File: config.mk
export PLATFORM = sky130hd
export DESIGN_NAME = filtered_column_aggregate_unit
export DESIGN_NICKNAME = d
export VERILOG_FILES = /design/src/rtl/fca_pkg.sv /design/src/rtl/filtered_column_aggregate_unit.sv /design/src/rtl/fca_front.sv /design/src/rtl/fca_queue.sv /design/src/rtl/fca_back.sv
export SDC_FILE = /design/constraint.sdc
export NUM_CORES = 2
export LEC_CHECK = 0
export BUFFER_PORTS_ARGS = -buffer_cell sky130_fd_sc_hd__buf_4
export CORE_MARGIN = 5
export CORE_UTILIZATION = 44
export DETAILED_ROUTE_END_ITERATION = 12
export PLACE_DENSITY = 0.71
export RECOVER_POWER = 100
export SETUP_SLACK_MARGIN = 0.4
export SLEW_MARGIN = 5
export SYNTH_ARGS = -nofsm -noshare
export SYNTH_HDL_FRONTEND = slang
export SYNTH_SLANG_ARGS = --single-unit
File: constraint.sdc
create_clock -name clk -period 27.5 [get_ports clk]
set_clock_uncertainty 0.05 [all_clocks]
set_input_delay 2.75 -clock clk [delete_from_list [all_inputs] [get_ports clk]]
set_output_delay 2.75 -clock clk [all_outputs]
set_load 0.02 [all_outputs]
File: src/rtl/fca_pkg.sv
// ---------------------------------------------------------------------------
// fca_pkg
// Shared types, constants and helpers of the filtered column aggregate block.
// ---------------------------------------------------------------------------
package fca_pkg;

  localparam int VALUE_W  = 48;
  localparam int COLUMN_W = 4;
  localparam int SELECT_W = 7;
  localparam int CODE_W   = 3;
  localparam int PCOUNT_W = 2;
  localparam int COUNT_W  = 16;
  localparam int SUM_W    = 64;
  localparam int INDEX_W  = 3;

  localparam int NUM_COLUMNS          = 12;
  localparam int NUM_PREDICATES_DEF   = 3;
  localparam int REG_PREDS            = 3;
  localparam int QUEUE_DEPTH          = 4;
  localparam int DIV_STEPS            = SUM_W;
  localparam int STEP_W               = $clog2(DIV_STEPS);

  localparam logic [COLUMN_W-1:0] AGG_COLUMN_RESET = 4'd9;

  localparam logic signed [VALUE_W-1:0] MAX48 = {1'b0, {(VALUE_W-1){1'b1}}};
  localparam logic signed [VALUE_W-1:0] MIN48 = {1'b1, {(VALUE_W-1){1'b0}}};

  // input item kinds
  localparam logic OP_CELL = 1'b0;
  localparam logic OP_END  = 1'b1;

  // compare codes
  localparam logic [CODE_W-1:0] CMP_EQ = 3'd0;
  localparam logic [CODE_W-1:0] CMP_NE = 3'd1;
  localparam logic [CODE_W-1:0] CMP_GE = 3'd2;
  localparam logic [CODE_W-1:0] CMP_LE = 3'd3;
  localparam logic [CODE_W-1:0] CMP_GT = 3'd4;
  localparam logic [CODE_W-1:0] CMP_LT = 3'd5;

  // configuration register indexes
  localparam logic [INDEX_W-1:0] REG_AGG_COLUMN   = 3'd0;
  localparam logic [INDEX_W-1:0] REG_PRED_COUNT   = 3'd1;
  localparam logic [INDEX_W-1:0] REG_PRED0_SELECT = 3'd2;

  // work handed from the front to the back
  typedef struct packed {
    logic                      emit;   // end of table: report and clear
    logic signed [VALUE_W-1:0] value;  // aggregate value of a passing row
  } entry_t;

  typedef struct packed {
    logic                      no_match;
    logic [COUNT_W-1:0]        match_count;
    logic signed [VALUE_W-1:0] avg_value;
    logic signed [VALUE_W-1:0] smallest;
    logic signed [VALUE_W-1:0] largest;
  } result_t;

  function automatic logic compare_ok(input logic [CODE_W-1:0] code,
                                      input logic signed [VALUE_W-1:0] a,
                                      input logic signed [VALUE_W-1:0] refv);
    logic ok;
    case (code)
      CMP_EQ:  ok = (a == refv);
      CMP_NE:  ok = (a != refv);
      CMP_GE:  ok = (a >= refv);
      CMP_LE:  ok = (a <= refv);
      CMP_GT:  ok = (a > refv);
      CMP_LT:  ok = (a < refv);
      default: ok = 1'b1;
    endcase
    return ok;
  endfunction

endpackage

File: src/rtl/filtered_column_aggregate_unit.sv
// ---------------------------------------------------------------------------
// filtered_column_aggregate_unit
// Filters table rows by up to three column predicates and reports max, min,
// average and count of one column over the passing rows at end of table.
// ---------------------------------------------------------------------------
//  channel   direction  carries
//  s_*       in         one table cell or an end-of-table marker per item
//  m_*       out        one report per end-of-table marker
//  cfg_*     in         register writes, one per cycle, no read-back
//
//  Cells are taken one per cycle while the four-entry queue between the
//  front and the back has room; the back folds one passing row per cycle
//  while it is not busy with an end-of-table item, which occupies the back
//  to load, to run the bit-serial divider (skipped for a zero count) and
//  to load the output register. Reset is synchronous and needs no clearing pass.
//  A stalled output holds the back; a full queue holds the input.
// ---------------------------------------------------------------------------
module filtered_column_aggregate_unit #(
  parameter int NUM_PREDICATES = fca_pkg::NUM_PREDICATES_DEF
) (
  input  logic                         clk,
  input  logic                         rst,
  input  logic                         cfg_wr_en,
  input  logic [fca_pkg::INDEX_W-1:0]  cfg_index,
  input  logic [fca_pkg::VALUE_W-1:0]  cfg_data,
  input  logic                         s_tvalid,
  output logic                         s_tready,
  input  logic [55:0]                  s_tdata,   // column[3:0], cell_value[51:4]
  input  logic [1:0]                   s_tuser,   // op[0], cell_empty[1]
  input  logic                         s_tlast,   // row_last
  output logic                         m_tvalid,
  input  logic                         m_tready,
  output logic [167:0]                 m_tdata    // largest[47:0], smallest[95:48],
                                                  // avg_value[143:96],
                                                  // match_count[159:144], no_match[160]
);

  logic             push;
  fca_pkg::entry_t  push_entry;
  logic             q_full;
  logic             q_valid;
  logic             q_pop;
  fca_pkg::entry_t  q_entry;
  fca_pkg::result_t result;

  fca_front #(
    .NUM_PREDICATES(NUM_PREDICATES)
  ) u_front (
    .clk        (clk),
    .rst        (rst),
    .cfg_wr_en  (cfg_wr_en),
    .cfg_index  (cfg_index),
    .cfg_data   (cfg_data),
    .in_valid   (s_tvalid),
    .in_ready   (s_tready),
    .in_op      (s_tuser[0]),
    .in_column  (s_tdata[3:0]),
    .in_value   (s_tdata[51:4]),
    .in_empty   (s_tuser[1]),
    .in_last    (s_tlast),
    .q_full     (q_full),
    .push       (push),
    .push_entry (push_entry)
  );

  fca_queue u_queue (
    .clk        (clk),
    .rst        (rst),
    .push       (push),
    .push_entry (push_entry),
    .full       (q_full),
    .valid      (q_valid),
    .pop        (q_pop),
    .pop_entry  (q_entry)
  );

  fca_back u_back (
    .clk       (clk),
    .rst       (rst),
    .q_valid   (q_valid),
    .q_entry   (q_entry),
    .q_pop     (q_pop),
    .res_valid (m_tvalid),
    .res_ready (m_tready),
    .result    (result)
  );

  assign m_tdata = {7'b0000000, result.no_match, result.match_count, result.avg_value,
                    result.smallest, result.largest};

endmodule

File: src/rtl/fca_front.sv
// ---------------------------------------------------------------------------
// fca_front
// Holds configuration, tests each cell against the predicates, tracks the
// open row and queues passing rows and end-of-table requests.
// ---------------------------------------------------------------------------
module fca_front #(
  parameter int NUM_PREDICATES = fca_pkg::NUM_PREDICATES_DEF
) (
  input  logic                                clk,
  input  logic                                rst,
  input  logic                                cfg_wr_en,
  input  logic [fca_pkg::INDEX_W-1:0]         cfg_index,
  input  logic [fca_pkg::VALUE_W-1:0]         cfg_data,
  input  logic                                in_valid,
  output logic                                in_ready,
  input  logic                                in_op,
  input  logic [fca_pkg::COLUMN_W-1:0]        in_column,
  input  logic signed [fca_pkg::VALUE_W-1:0]  in_value,
  input  logic                                in_empty,
  input  logic                                in_last,
  input  logic                                q_full,
  output logic                                push,
  output fca_pkg::entry_t                     push_entry
);

  localparam int PredSlots = (NUM_PREDICATES < fca_pkg::REG_PREDS) ?
                             NUM_PREDICATES : fca_pkg::REG_PREDS;

  logic [fca_pkg::COLUMN_W-1:0]       agg_column;
  logic [fca_pkg::PCOUNT_W-1:0]       pred_count;
  logic [fca_pkg::SELECT_W-1:0]       pred_select    [PredSlots];
  logic signed [fca_pkg::VALUE_W-1:0] pred_reference [PredSlots];

  logic                               row_passing;
  logic signed [fca_pkg::VALUE_W-1:0] row_agg_value;
  logic                               row_agg_present;

  logic                               accept;
  logic                               col_ok;
  logic                               fail_any;
  logic                               agg_hit;
  logic                               passing_cell;
  logic signed [fca_pkg::VALUE_W-1:0] agg_value_cell;
  logic                               present_cell;

  always_ff @(posedge clk) begin
    if (rst) begin
      agg_column <= fca_pkg::AGG_COLUMN_RESET;
      pred_count <= '0;
      for (int k = 0; k < PredSlots; k++) begin
        pred_select[k]    <= '0;
        pred_reference[k] <= '0;
      end
    end else if (cfg_wr_en) begin
      if (cfg_index == fca_pkg::REG_AGG_COLUMN) begin
        agg_column <= cfg_data[fca_pkg::COLUMN_W-1:0];
      end
      if (cfg_index == fca_pkg::REG_PRED_COUNT) begin
        pred_count <= cfg_data[fca_pkg::PCOUNT_W-1:0];
      end
      for (int k = 0; k < PredSlots; k++) begin
        if (cfg_index == fca_pkg::INDEX_W'(fca_pkg::REG_PRED0_SELECT + 2 * k)) begin
          pred_select[k] <= cfg_data[fca_pkg::SELECT_W-1:0];
        end
        if (cfg_index == fca_pkg::INDEX_W'(fca_pkg::REG_PRED0_SELECT + 2 * k + 1)) begin
          pred_reference[k] <= cfg_data;
        end
      end
    end
  end

  assign in_ready = !q_full;
  assign accept   = in_valid && in_ready;
  assign col_ok   = {3'b000, in_column} < 7'(fca_pkg::NUM_COLUMNS);

  // a predicate on a cell of its column fails the row on an empty cell too
  always_comb begin
    fail_any = 1'b0;
    for (int k = 0; k < PredSlots; k++) begin
      if ((fca_pkg::PCOUNT_W'(k) < pred_count) &&
          (pred_select[k][fca_pkg::SELECT_W-1:fca_pkg::CODE_W] == in_column) &&
          (in_empty || !fca_pkg::compare_ok(pred_select[k][fca_pkg::CODE_W-1:0],
                                            in_value, pred_reference[k]))) begin
        fail_any = 1'b1;
      end
    end
  end

  assign agg_hit        = col_ok && (in_column == agg_column);
  assign passing_cell   = row_passing && !(col_ok && fail_any);
  assign agg_value_cell = agg_hit ? in_value : row_agg_value;
  assign present_cell   = agg_hit ? !in_empty : row_agg_present;

  assign push = accept && ((in_op == fca_pkg::OP_END) ||
                           (in_last && passing_cell && present_cell));
  assign push_entry.emit  = (in_op == fca_pkg::OP_END);
  assign push_entry.value = agg_value_cell;

  always_ff @(posedge clk) begin
    if (rst) begin
      row_passing     <= 1'b1;
      row_agg_value   <= '0;
      row_agg_present <= 1'b0;
    end else if (accept) begin
      // close or drop the row on its last cell or at end of table
      if ((in_op == fca_pkg::OP_END) || in_last) begin
        row_passing     <= 1'b1;
        row_agg_value   <= '0;
        row_agg_present <= 1'b0;
      end else begin
        row_passing     <= passing_cell;
        row_agg_value   <= agg_value_cell;
        row_agg_present <= present_cell;
      end
    end
  end

endmodule

File: src/rtl/fca_queue.sv
// ---------------------------------------------------------------------------
// fca_queue
// Short first-in first-out queue between the front and the back.
// ---------------------------------------------------------------------------
module fca_queue (
  input  logic            clk,
  input  logic            rst,
  input  logic            push,
  input  fca_pkg::entry_t push_entry,
  output logic            full,
  output logic            valid,
  input  logic            pop,
  output fca_pkg::entry_t pop_entry
);

  localparam int PtrW  = $clog2(fca_pkg::QUEUE_DEPTH);
  localparam int FillW = $clog2(fca_pkg::QUEUE_DEPTH + 1);

  fca_pkg::entry_t  slots [fca_pkg::QUEUE_DEPTH];
  logic [PtrW-1:0]  wr_ptr;
  logic [PtrW-1:0]  rd_ptr;
  logic [FillW-1:0] fill;
  logic             do_push;
  logic             do_pop;

  assign full      = (fill == FillW'(fca_pkg::QUEUE_DEPTH));
  assign valid     = (fill != '0);
  assign do_push   = push && !full;
  assign do_pop    = pop && valid;
  assign pop_entry = slots[rd_ptr];

  always_ff @(posedge clk) begin
    if (do_push) begin
      slots[wr_ptr] <= push_entry;
    end
  end

  always_ff @(posedge clk) begin
    if (rst) begin
      wr_ptr <= '0;
      rd_ptr <= '0;
      fill   <= '0;
    end else begin
      if (do_push) begin
        wr_ptr <= wr_ptr + 1'b1;
      end
      if (do_pop) begin
        rd_ptr <= rd_ptr + 1'b1;
      end
      if (do_push && !do_pop) begin
        fill <= fill + 1'b1;
      end else if (do_pop && !do_push) begin
        fill <= fill - 1'b1;
      end
    end
  end

endmodule

File: src/rtl/fca_back.sv
// ---------------------------------------------------------------------------
// fca_back
// Folds passing rows into the running totals and, at end of table, divides
// the sum by the count one quotient bit per cycle and reports the result.
// ---------------------------------------------------------------------------
module fca_back (
  input  logic             clk,
  input  logic             rst,
  input  logic             q_valid,
  input  fca_pkg::entry_t  q_entry,
  output logic             q_pop,
  output logic             res_valid,
  input  logic             res_ready,
  output fca_pkg::result_t result
);

  typedef enum logic [1:0] {
    IDLE,
    DIVIDE,
    FINISH
  } state_t;

  state_t                             state;
  logic signed [fca_pkg::VALUE_W-1:0] running_max;
  logic signed [fca_pkg::VALUE_W-1:0] running_min;
  logic signed [fca_pkg::SUM_W-1:0]   running_sum;
  logic [fca_pkg::COUNT_W-1:0]        running_count;

  logic [fca_pkg::SUM_W-1:0]          quo;
  logic [fca_pkg::COUNT_W-1:0]        rem;
  logic [fca_pkg::COUNT_W-1:0]        divisor;
  logic                               neg;
  logic [fca_pkg::STEP_W-1:0]         step;

  logic signed [fca_pkg::SUM_W:0]     sum_wide;
  logic signed [fca_pkg::SUM_W-1:0]   sum_next;
  logic [fca_pkg::COUNT_W:0]          rem_shift;
  logic                               rem_ge;
  logic [fca_pkg::COUNT_W:0]          rem_sub;
  logic [fca_pkg::SUM_W-1:0]          quo_neg;
  logic signed [fca_pkg::VALUE_W-1:0] avg_sat;
  logic                               res_load;

  assign q_pop = (state == IDLE) && q_valid;

  // load the output register once it is free
  assign res_load = (state == FINISH) && (!res_valid || res_ready);

  // saturating add of the row value to the sum
  assign sum_wide = {running_sum[fca_pkg::SUM_W-1], running_sum} +
                    (fca_pkg::SUM_W + 1)'(q_entry.value);
  always_comb begin
    if (sum_wide[fca_pkg::SUM_W] != sum_wide[fca_pkg::SUM_W-1]) begin
      sum_next = sum_wide[fca_pkg::SUM_W] ? {1'b1, {(fca_pkg::SUM_W-1){1'b0}}}
                                          : {1'b0, {(fca_pkg::SUM_W-1){1'b1}}};
    end else begin
      sum_next = sum_wide[fca_pkg::SUM_W-1:0];
    end
  end

  // restoring division step on the magnitude
  assign rem_shift = {rem, quo[fca_pkg::SUM_W-1]};
  assign rem_ge    = (rem_shift >= {1'b0, divisor});
  assign rem_sub   = rem_shift - {1'b0, divisor};

  // sign and clamp the quotient to the value range
  assign quo_neg = -quo;
  always_comb begin
    if (!neg) begin
      avg_sat = (quo > fca_pkg::SUM_W'(fca_pkg::MAX48)) ? fca_pkg::MAX48
                                                        : quo[fca_pkg::VALUE_W-1:0];
    end else begin
      avg_sat = (quo > (fca_pkg::SUM_W'(1) << (fca_pkg::VALUE_W - 1))) ? fca_pkg::MIN48
                                                        : quo_neg[fca_pkg::VALUE_W-1:0];
    end
  end

  always_ff @(posedge clk) begin
    if (rst) begin
      state         <= IDLE;
      res_valid     <= 1'b0;
      running_max   <= fca_pkg::MIN48;
      running_min   <= fca_pkg::MAX48;
      running_sum   <= '0;
      running_count <= '0;
    end else begin
      if (res_load) begin
        res_valid <= 1'b1;
      end else if (res_valid && res_ready) begin
        res_valid <= 1'b0;
      end
      case (state)
        IDLE: begin
          if (q_valid) begin
            if (q_entry.emit) begin
              neg     <= running_sum[fca_pkg::SUM_W-1] && (running_count != '0);
              quo     <= (running_count == '0) ? '0 :
                         (running_sum[fca_pkg::SUM_W-1] ? -running_sum : running_sum);
              rem     <= '0;
              divisor <= running_count;
              step    <= fca_pkg::STEP_W'(fca_pkg::DIV_STEPS - 1);
              state   <= (running_count == '0) ? FINISH : DIVIDE;
            end else begin
              if (q_entry.value > running_max) begin
                running_max <= q_entry.value;
              end
              if (q_entry.value < running_min) begin
                running_min <= q_entry.value;
              end
              running_sum <= sum_next;
              if (running_count != {fca_pkg::COUNT_W{1'b1}}) begin
                running_count <= running_count + 1'b1;
              end
            end
          end
        end
        DIVIDE: begin
          rem <= rem_ge ? rem_sub[fca_pkg::COUNT_W-1:0] : rem_shift[fca_pkg::COUNT_W-1:0];
          quo <= {quo[fca_pkg::SUM_W-2:0], rem_ge};
          if (step == '0) begin
            state <= FINISH;
          end else begin
            step <= step - 1'b1;
          end
        end
        FINISH: begin
          // hold until the output register is free
          if (res_load) begin
            result.largest     <= running_max;
            result.smallest    <= running_min;
            result.avg_value   <= avg_sat;
            result.match_count <= running_count;
            result.no_match    <= (running_count == '0);
            running_max        <= fca_pkg::MIN48;
            running_min        <= fca_pkg::MAX48;
            running_sum        <= '0;
            running_count      <= '0;
            state              <= IDLE;
          end
        end
        default: begin
          state <= IDLE;
        end
      endcase
    end
  end

endmodule

==> qor.yml <==
clock_network:
  numClockSinks: 869
  cts_root_buf: "clkbuf_16"
  ctsHoldBuffers: 0
  clkSlewWorstSetupHoldPaths_ns: 0.06
  cts_buffers: 91
  cts_tree: "done"
  cts_resized: 0
  cts_htree_levels: 3
  cts_max_path_buffers: 3
  postCtsSetupBuffers: 0
  clk_latency_ns: 0.69
synthesis:
  ys_warn_count: 0
  synth_cell_types: 93
  seq_area_frac_synth_pct: 52.16
  synthArstFlopShare_pct: 0
  synth_edf_count: 625
  yosys_register_bits: 869
  netlist_area_um2: 45340
  syn_area_per_cell_um2: 10.85
  ys.flop_type: "edfxtp_1"
  synth_cells: 4179
global_routing:
  grt.overflow.total: 0
  grt_max_degree: 96
  grt.met2_usage_pct: 33.84
  grt_antenna_before_repair: 10
  grt_pass1_wl_um: 178700
  gr-usage-met3_pct: 4.793
  grt_pass1_vias: 31500
  grtUsageTotal_pct: 20.88
  grt_use_met1_pct: 27.76
  top_usage_layer: "met2"
drt:
  wl_per_cell_um: 20.22
  vias: 32780
  vias_per_cell: 5.614
  first_pass_iters: 6
  drt-initial-drc-count: 2751
  ant_nets: 0
  routed_wl_um: 118100
  remaining_drc_errors: 0
power_and_ir_drop:
  seq_power_share_pct: 37.5
  p_sw_uw: 1816
  ir_drop_mv: 0.1480
  clkPwrFrac_pct: 26.3
  pwr-share-comb_pct: 36.1
  swShare_pct: 37.39
  powerDensity_nw_per_um2: 94.99
  p_int_uw: 3042
  p_leak_uw: 0.02000
critical_path:
  cp.arrival_ns: 11.45
  start_kind: "primary input"
  critPathCaptureType: "flop"
  worstPathMaxFanout: 72
  crit_chain: "clkbuf_1 -> nor2_1 -> clkbuf_1 -> clkbuf_1"
  critPathRequiredTime_ns: 27.65
  cp_slowest_cell: "nor2_1"
  path_common_cell: "clkbuf_1"
  crit_type: "primary input to flop"
  critPathMaxStageDelay_ns: 2.63
place:
  routabilityCongestion: 0.9294
  post_dp_cell_area_um2: 48750
  dp_hpwl_um: 85270
  io_buffer_count: 273
timing:
  slew_headroom_pct: -191.8
  fin_crit_sh_pct: 41.08
  timing.fmax_ghz: 0.08851
  worstMarginPinSlew_ns: 4.377
  hold_viol: 0
  drv_slew: 1152
  setup_tns_ns: 0
  min_period_ns: 11.30
  rsz0062_at_grt: "false"
  final-setup-viol-count: 0
die:
  start_util_pct: 44.44
  die-area_um2: 109600
  core_um2: 102000
  std_cell_rows: 117
  fp.dieW_um: 331.0
  die_y_um: 331.0
  pin_count: 285
cells_and_area:
  area_growth_pct: 12.80
  layout-drive-gt1-share_pct: 8.124
  post-route-util_pct: 50.13
  design_area_um2: 51150
  fin_nets: 4839
outcome:
  outcome: "complete, but fails checks"
  violations: "max-capacitance violations, max-slew violations"
job:
  cap_violations: 22
min_path:
  hold_path_class: "flop to flop"
layout by cell type (no fill, tap or decap), drive strengths merged, types with 42 or more instances in the layout:
cell / instances
a21o: 87
xor2: 109
xnor2: 51
and2: 68
nor2: 306
nand4: 90
nand3: 46
clkbuf: 310
a21oi: 193
o311ai: 42
o31ai: 43
a22oi: 50
inv: 313
mux4: 49
buf: 120
edfxtp: 625
mux2: 48
or3: 43
mux2i: 62
dfxtp: 244
ha: 331
nor3b: 54
nand2: 410
nor3: 65
o21ai: 295
synthesized netlist by cell type, types with 19 or more instances:
master / count / area share (%)
edfxtp_1: 625 / 41
nand2_1: 409 / 3.4
ha_1: 331 / 9.1
inv_1: 309 / 2.6
nor2_1: 306 / 2.5
o21ai_0: 284 / 3.1
dfxtp_1: 244 / 11
a21oi_1: 193 / 2.1
clkbuf_1: 159 / 1.3
xor2_1: 109 / 2.1
nand4_1: 89 / 1.2
a21o_1: 86 / 1.4
and2_1: 68 / 0.94
nor3_1: 65 / 0.72
mux2i_1: 62 / 1.4
nor3b_1: 54 / 0.89
a22oi_1: 50 / 0.83
xnor2_1: 50 / 0.97
mux4_2: 49 / 2.4
mux2_2: 48 / 1.2
nand3_1: 46 / 0.51
o31ai_1: 40 / 0.66
or3_1: 40 / 0.55
nor2b_1: 35 / 0.48
nor4_1: 32 / 0.44
o41ai_1: 26 / 0.50
nand2b_1: 23 / 0.32
o311ai_1: 23 / 0.44
o311ai_0: 19 / 0.37
worst paths after layout:
kind	start	cells past startpoint	end	slack [ns]
max reg2reg	flop	16	u_back.running_sum[40]	17.20
max	rst	4	u_back.result[48]	16.20
min	u_back.running_min[14]	0	u_back.result[62]	0.41
min reg2reg	u_back.running_min[14]	0	u_back.result[62]	0.41
per-layer routing:
layer | wire length [um] | vias to the layer above
met5 | 11 | -
met4 | 4178 | 2
met3 | 9438 | 210
met2 | 54550 | 1073
met1 | 49890 | 15710
li1 | - | 15790
area by class of cell:
| cell class | count | area (um^2) |
|---|---|---|
| fill | 9125 | 50890 |
| tap | 1368 | 1712 |
| multi-input combinational | 2806 | 19800 |
| clock buffer | 120 | 2550 |
| timing repair buffer | 310 | 1614 |
| inverter | 312 | 1172 |
| clock inverter | 51 | 630.6 |
| antenna | 4 | 10.01 |
| sequential | 869 | 23660 |
state kept, by name (all words and copies together) (netlist names), 3 cells and up, named ones only:
| register | cells |
|---|---|
| u_back.running_max | 48 |
| u_back.quo | 64 |
| u_front.row_agg_value | 48 |
| u_front.pred_select | 21 |
| u_back.running_min | 48 |
| u_queue.slots | 196 |
| u_back.result | 161 |
| u_queue.fill | 3 |
| u_back.divisor | 16 |
| u_back.running_sum | 64 |
| u_front.agg_column | 4 |
| u_back.step | 6 |
| u_front.pred_reference | 144 |
| u_back.rem | 16 |
| u_back.running_count | 16 |
power by group through the flow:
stage	registers (uW)	logic, uW	clock network [uW]
2_1_floorplan	1790	1260	0
3_3_place_gp	1830	1700	0
3_5_place_dp	1840	1740	0
4_1_cts	1810	1750	1300
5_1_grt	1840	1940	1360
6_report	1820	1760	1280
worst max-delay path: cells and delay by family:
kind	cells	cell delay [ns]
AND/OR/NAND/NOR	1	2.63
buffers and inverters	3	5.95
logic make-up after synthesis:
group,after synthesis,synth area share (%)
xor gates and xnor gates,160,3.107
adders and majority gates,334,9.266
and+or+nand+nor,1252,13.62
buffers and inverters,510,4.332
muxes,159,4.995
AOI/OAI and AO/OA,894,12.51
DFF,869,52.16
other,1,0.008270
through the flow:
| step | total power [uW] | hold WS (ns) | setup slack [ns] | std cells |
|---|---|---|---|---|
| after CTS | 4865 | 0.4093 | 20.14 | 5836 |
| after global routing | 5140 | 0.4167 | 15.47 | 5838 |
| after floorplan | 3052 | 0.3800 | 16.75 | 4185 |
| final | 4859 | 0.4108 | 16.20 | 5840 |
| after detailed placement | 3575 | 0.3946 | 19.46 | 5665 |
| after global placement | 3532 | 0.3927 | 19.65 | 5665 |
No activity file was read; power rests on OpenSTA's default activity.
